==> config.mk <==
export PLATFORM = sky130hd
export DESIGN_NAME = response_frame_parser
export DESIGN_NICKNAME = d
export VERILOG_FILES = /design/src/rtl/core/rfp_pkg.sv /design/src/rtl/core/response_frame_parser.sv /design/src/rtl/core/rfp_step.sv /design/src/rtl/core/rfp_out_buf.sv
export SDC_FILE = /design/constraint.sdc
export NUM_CORES = 1
export LEC_CHECK = 0
export BUFFER_PORTS_ARGS = -buffer_cell sky130_fd_sc_hd__buf_2
export CAP_MARGIN = 20
export CELL_PAD_IN_SITES_DETAIL_PLACEMENT = 1
export CELL_PAD_IN_SITES_GLOBAL_PLACEMENT = 1
export CORE_ASPECT_RATIO = 0.75
export CORE_MARGIN = 5
export CORE_UTILIZATION = 43
export DETAILED_ROUTE_END_ITERATION = 12
export GPL_TIMING_DRIVEN = 0
export PLACE_DENSITY_LB_ADDON = 0.1
export SLEW_MARGIN = 10
export SYNTH_ARGS = -nofsm -noshare
export SYNTH_HDL_FRONTEND = slang
export SYNTH_HIERARCHICAL = 1
export SYNTH_SLANG_ARGS = --single-unit
==> constraint.sdc <==
create_clock -name clk -period 4.6 [get_ports clk]
set_input_delay 0.69 -clock clk [delete_from_list [all_inputs] [get_ports clk]]
set_output_delay 0.69 -clock clk [all_outputs]
set_load 0.02 [all_outputs]
==> src/rtl/core/rfp_pkg.sv <==
// rfp_pkg: shared types, phase codes, status codes and register indexes
// for the response frame parser. No dependencies.

package rfp_pkg;

  localparam logic [7:0] START_MARK = 8'hE0;
  localparam logic [7:0] REPLY_BIT  = 8'h40;

  // parser phases
  localparam logic [2:0] PH_HUNT    = 3'd0;
  localparam logic [2:0] PH_CMD     = 3'd1;
  localparam logic [2:0] PH_CNT_OK  = 3'd2;
  localparam logic [2:0] PH_CNT_BAD = 3'd3;
  localparam logic [2:0] PH_LEN     = 3'd4;
  localparam logic [2:0] PH_DATA    = 3'd5;
  localparam logic [2:0] PH_END     = 3'd6;

  // frame status codes
  localparam logic [1:0] ST_BUSY = 2'd0;
  localparam logic [1:0] ST_DONE = 2'd1;
  localparam logic [1:0] ST_BAD  = 2'd2;

  // configuration register indexes
  localparam int unsigned CFG_INDEX_W = 2;
  localparam logic [CFG_INDEX_W-1:0] REG_EXPECTED_COMMAND = 2'd0;
  localparam logic [CFG_INDEX_W-1:0] REG_CAPTURE_LIMIT    = 2'd1;

  typedef struct packed {
    logic [7:0] expected_command;
    logic [8:0] capture_limit;
  } cfg_t;

  typedef struct packed {
    logic [2:0] phase;
    logic [7:0] params_left;
    logic [7:0] bytes_left;
    logic       on_first_param;
    logic [7:0] byte_position;
    logic [8:0] capture_total;
  } state_t;

  typedef struct packed {
    logic       capture_valid;
    logic [7:0] capture_index;
    logic [7:0] capture_data;
    logic       frame_end;
    logic [1:0] frame_status;
    logic [8:0] captured_count;
  } result_t;

  function automatic state_t hunt_state();
    state_t s;
    s.phase          = PH_HUNT;
    s.params_left    = 8'd0;
    s.bytes_left     = 8'd0;
    s.on_first_param = 1'b1;
    s.byte_position  = 8'd0;
    s.capture_total  = 9'd0;
    return s;
  endfunction

endpackage

==> src/rtl/core/response_frame_parser.sv <==
// response_frame_parser: top level of the reply frame parser.
// Depends on rfp_pkg, rfp_step and rfp_out_buf.
//
// Input channel: rx_byte and restart, transferred on in_valid && in_ready.
// Output channel: one result per input byte (capture_valid, capture_index,
// capture_data, frame_end, frame_status, captured_count), transferred on
// out_valid && out_ready.
// Configuration: cfg_we writes cfg_data into register cfg_index at the edge
// (0 expected_command, 1 capture_limit); other indexes are ignored. Write
// only while no result is outstanding.
// Timing: a byte's result is on the output in the cycle after its transfer
// when the output register is free; behind a stalled result it waits in
// the skid slot. Throughput: one byte per cycle while in_ready is high, set
// by the combinational parse between the frame state and output registers.
// Stall: a two-entry output buffer holds results; in_ready drops only once
// both entries are full, and returns the cycle after the receiver takes one.
// Reset (rst, synchronous): parser hunts for the start marker, output buffer
// empties, expected_command = 0, capture_limit = 1.

module response_frame_parser (
  input  logic                            clk,
  input  logic                            rst,
  input  logic                            in_valid,
  output logic                            in_ready,
  input  logic [7:0]                      rx_byte,
  input  logic                            restart,
  output logic                            out_valid,
  input  logic                            out_ready,
  output logic                            capture_valid,
  output logic [7:0]                      capture_index,
  output logic [7:0]                      capture_data,
  output logic                            frame_end,
  output logic [1:0]                      frame_status,
  output logic [8:0]                      captured_count,
  input  logic                            cfg_we,
  input  logic [rfp_pkg::CFG_INDEX_W-1:0] cfg_index,
  input  logic [8:0]                      cfg_data
);

  rfp_pkg::cfg_t    cfg;
  rfp_pkg::state_t  state;
  rfp_pkg::state_t  state_next;
  rfp_pkg::result_t step_res;
  rfp_pkg::result_t out_res;
  logic             accept;

  assign accept = in_valid && in_ready;

  always_ff @(posedge clk) begin
    if (rst) begin
      cfg.expected_command <= 8'd0;
      cfg.capture_limit    <= 9'd1;
    end else if (cfg_we) begin
      case (cfg_index)
        rfp_pkg::REG_EXPECTED_COMMAND: cfg.expected_command <= cfg_data[7:0];
        rfp_pkg::REG_CAPTURE_LIMIT:    cfg.capture_limit    <= cfg_data;
        default: ;
      endcase
    end
  end

  always_ff @(posedge clk) begin
    if (rst) state <= rfp_pkg::hunt_state();
    else if (accept) state <= state_next;
  end

  rfp_step u_step (
    .cfg     (cfg),
    .cur     (state),
    .rx_byte (rx_byte),
    .restart (restart),
    .nxt     (state_next),
    .res     (step_res)
  );

  rfp_out_buf u_out (
    .clk       (clk),
    .rst       (rst),
    .load      (accept),
    .load_data (step_res),
    .space     (in_ready),
    .out_valid (out_valid),
    .out_ready (out_ready),
    .out_data  (out_res)
  );

  assign capture_valid  = out_res.capture_valid;
  assign capture_index  = out_res.capture_index;
  assign capture_data   = out_res.capture_data;
  assign frame_end      = out_res.frame_end;
  assign frame_status   = out_res.frame_status;
  assign captured_count = out_res.captured_count;

endmodule

==> src/rtl/core/rfp_step.sv <==
// rfp_step: combinational parse of one byte against the current frame state.
// Gives the next state and the result for that byte. Uses rfp_pkg.

module rfp_step (
  input  rfp_pkg::cfg_t    cfg,
  input  rfp_pkg::state_t  cur,
  input  logic [7:0]       rx_byte,
  input  logic             restart,
  output rfp_pkg::state_t  nxt,
  output rfp_pkg::result_t res
);

  rfp_pkg::state_t s;
  logic [7:0]      reply_code;
  logic [7:0]      params_dec;
  logic [7:0]      bytes_dec;
  logic            param_end;

  assign reply_code = cfg.expected_command | rfp_pkg::REPLY_BIT;

  always_comb begin
    s = restart ? rfp_pkg::hunt_state() : cur;
    params_dec = s.params_left - 8'd1;
    bytes_dec  = s.bytes_left - 8'd1;
    nxt       = s;
    res       = '0;
    param_end = 1'b0;

    case (s.phase)
      rfp_pkg::PH_HUNT: begin
        if (rx_byte == rfp_pkg::START_MARK) nxt.phase = rfp_pkg::PH_CMD;
      end
      rfp_pkg::PH_CMD: begin
        nxt.phase = (rx_byte == reply_code) ? rfp_pkg::PH_CNT_OK : rfp_pkg::PH_CNT_BAD;
      end
      rfp_pkg::PH_CNT_OK, rfp_pkg::PH_CNT_BAD: begin
        // a bad command still consumes the count byte and reports on it; a zero count is also bad
        if (s.phase == rfp_pkg::PH_CNT_BAD || rx_byte == 8'd0) begin
          res.frame_end    = 1'b1;
          res.frame_status = rfp_pkg::ST_BAD;
          nxt              = rfp_pkg::hunt_state();
        end else begin
          nxt.params_left    = rx_byte;
          nxt.on_first_param = 1'b1;
          nxt.byte_position  = 8'd0;
          nxt.capture_total  = 9'd0;
          nxt.phase          = rfp_pkg::PH_LEN;
        end
      end
      rfp_pkg::PH_LEN: begin
        nxt.bytes_left = rx_byte;
        if (rx_byte == 8'd0) param_end = 1'b1;
        else                 nxt.phase = rfp_pkg::PH_DATA;
      end
      rfp_pkg::PH_DATA: begin
        if (s.on_first_param && ({1'b0, s.byte_position} < cfg.capture_limit)) begin
          res.capture_valid = 1'b1;
          res.capture_index = s.byte_position;
          res.capture_data  = rx_byte;
          nxt.capture_total = s.capture_total + 9'd1;
        end
        if (s.on_first_param) nxt.byte_position = s.byte_position + 8'd1;
        nxt.bytes_left = bytes_dec;
        if (bytes_dec == 8'd0) param_end = 1'b1;
      end
      rfp_pkg::PH_END: begin
        res.frame_end    = 1'b1;
        res.frame_status = rfp_pkg::ST_DONE;
      end
      default: begin
        nxt = rfp_pkg::hunt_state();
      end
    endcase

    if (param_end) begin
      nxt.params_left    = params_dec;
      nxt.on_first_param = 1'b0;
      nxt.phase          = (params_dec == 8'd0) ? rfp_pkg::PH_END : rfp_pkg::PH_LEN;
    end

    res.captured_count = nxt.capture_total;

    // total is reported on the end byte, then cleared
    if (s.phase == rfp_pkg::PH_END) nxt = rfp_pkg::hunt_state();
  end

endmodule

==> src/rtl/core/rfp_out_buf.sv <==
// rfp_out_buf: two-entry output register with skid slot, so a new byte is
// taken while a result waits. Uses rfp_pkg.

module rfp_out_buf (
  input  logic             clk,
  input  logic             rst,
  input  logic             load,
  input  rfp_pkg::result_t load_data,
  output logic             space,
  output logic             out_valid,
  input  logic             out_ready,
  output rfp_pkg::result_t out_data
);

  logic             skid_valid;
  rfp_pkg::result_t skid_data;
  logic             drain;

  assign space = !skid_valid;
  assign drain = out_valid && out_ready;

  always_ff @(posedge clk) begin
    if (rst) begin
      out_valid  <= 1'b0;
      skid_valid <= 1'b0;
    end else if (skid_valid) begin
      if (drain) begin
        out_data   <= skid_data;
        skid_valid <= 1'b0;
      end
    end else if (load) begin
      if (!out_valid || drain) begin
        out_data  <= load_data;
        out_valid <= 1'b1;
      end else begin
        skid_data  <= load_data;
        skid_valid <= 1'b1;
      end
    end else if (drain) begin
      out_valid <= 1'b0;
    end
  end

endmodule

==> results.json <==
{
  "postCtsSetupBuffers": 0,
  "max_stage_delay_ns": 0.42,
  "grt_antenna_before_repair": 0,
  "clock-root-buffer": "clkbuf_16",
  "clock_path_buffers": 2,
  "syn_avg_cell_area_sq_um": 9.83,
  "yosys_warnings": 6,
  "maxSlewViolCount": 0,
  "drv_cap": 0,
  "diodes": 0,
  "drtIter0Drc": 476,
  "critPathLaunchType": "input port",
  "critPathBufInv": 7,
  "r2r_slack_ns": 1.49,
  "place_ws_ns": -0.0661,
  "path_cells": "buf_2, buf_2, buf_2, inv_1, buf_2, buf_2, nand2_1, inv_1, ha_1, a211oi_1, nor3_1, a311o_1, nor4_2, mux2i_1, o21ai_0, mux2_2",
  "post-route-min-period_ns": 4.30,
  "placedInstanceArea_sq_um": 7330,
  "postSynthCellCount": 685,
  "cp_common_cell": "buf_2",
  "crit_slowest_cell": "a311o_1",
  "rr_worst_depth": 10,
  "peakVddDrop_uv": 238,
  "critPathLaunch": "restart",
  "design_area_sq_um": 7940,
  "cellLeakagePower_uw": 0.00293,
  "crit_fanout": 10,
  "ios": 56,
  "port_buffers": 54,
  "final_common_cell": "buf_2",
  "via_count": 5824,
  "reg2reg_to": "u_out/out_data[22]$_DFFE_PP_",
  "cp-end-kind": "register",
  "skew_ns": 0.00850,
  "cts_tree": "yes",
  "die_x_um": 154,
  "core-area_sq_um": 15300,
  "synth_fp_nets": 722,
  "fin_crit_sh": 0.934,
  "clk_pin_slew_ns": 0.06,
  "total_power_uw": 2700,
  "cts_resized": 0,
  "setup_violations": 0,
  "start_util": 0.441,
  "crit_family": "buffers and inverters",
  "grt_max_degree": 18,
  "timing.hold.ws_ns": 0.481,
  "outcome": "complete, no violations",
  "crit_path_end": "u_out/out_data[7]$_DFFE_PP_",
  "dieArea_sq_um": 18300,
  "clk-insertion-delay-late_ns": 0.42,
  "worst_slack_ns": 0.302,
  "r2r-start": "state[11]$_SDFFE_PP0P_",
  "viasPerCell": 5.95,
  "clock.fmax_ghz": 0.233,
  "path_depth": 16,
  "layout_common_cells": "84 x buf_2, 63 x a21oi_1, 58 x edfxtp_1",
  "netlist_area_sq_um": 6730,
  "wl_um": 21700,
  "wl_per_cell_um": 22.2,
  "final_net_count": 798,
  "grt.total_usage": 0.242,
  "ant_nets": 0,
  "grt_first_pass_wirelength_um": 34500,
  "drc": 0,
  "dr.pass1.iters": 5,
  "numCtsBuffers": 17,
  "slew_headroom": 0.429,
  "die_y_um": 118,
  "worstSetupPathType": "in -> reg",
  "rsz0062_at_grt": "false",
  "tightest_slew_ns": 0.851,
  "hpwl_um": 15700,
  "gp_congestion": 0.893,
  "power_density_nw_per_um2": 340,
  "rows": 39,
  "holdBufCountCts": 0,
  "grt_overflow_total": 0,
  "hold_viol_final": 0,
  "htreeDepth": 4,
  "clock-sinks": 113,
  "drive_above_1_share": 0.279,
  "cp.arrival_ns": 4.47,
  "grt_pass1_vias": 5996,
  "area_growth_pct": 17.9,
  "worstPathRequired_ns": 4.77,
  "hp-class": "reg -> reg"
}
==> layout make-up <==
cell class | count | area [sq um]
clock buffers | 17 | 425
repair buffers | 57 | 312
inverters | 22 | 82.6
clock inverters | 15 | 183
plain buffers | 47 | 259
well taps | 205 | 256
fillers | 1729 | 7340
flip-flops and latches | 113 | 2840
multi-input cells | 503 | 3570
==> metrics by stage <==
stage	instances	setup TNS, ns	util
final	979	0	0.520
after global routing	979	0	0.520
after CTS	979	0	0.520
after detailed placement	947	-0.0661	0.480
after global placement	944	0	0.476
after floorplan	685	0	-
==> worst min path at each step <==
| stage | from | end | slack, ns | cells past startpoint |
|---|---|---|---|---|
| finish | cfg[2]$_SDFFE_PP0P_ | cfg[2]$_SDFFE_PP0P_ | 0.48 | 2 |
| global route | cfg[6]$_SDFFE_PP0P_ | cfg[6]$_SDFFE_PP0P_ | 0.51 | 2 |
| CTS | cfg[5]$_SDFFE_PP0P_ | cfg[5]$_SDFFE_PP0P_ | 0.49 | 2 |
| detailed placement | cfg[4]$_SDFFE_PP0P_ | cfg[4]$_SDFFE_PP0P_ | 0.46 | 2 |
| global placement | cfg[4]$_SDFFE_PP0P_ | cfg[4]$_SDFFE_PP0P_ | 0.46 | 2 |
| floorplan | cfg[2]$_SDFFE_PP0P_ | cfg[2]$_SDFFE_PP0P_ | 0.45 | 2 |
==> power by group <==
group          internal, uW  switching (uW)
logic                  74.8             150
registers              1080            10.8
clock network           857             521
==> layer usage <==
metal,routed length [um],track usage
met4,345,0.0656
met5,0,0
met1,10100,0.344
met2,9930,0.374
met3,1390,0.0537
==> worst register-to-register path, stage by stage (launching register included) <==
cell	delay, ns
dfxtp_1	0.38
nor2b_2	0.32
ha_1	0.31
a21oi_1	0.15
a211oi_1	0.08
o21ai_1	0.60
nand3_2	0.38
inv_2	0.24
buf_4	0.20
and2_1	0.18
mux2_2	0.16
==> sequential cells by signal (all words and copies together), names as in the netlist <==
register	cells
u_out/out_valid	1
u_out/out_data	29
u_out/skid_valid	1
u_out/skid_data	29
cfg	16
state	37
(Power assumes the default switching activity.)
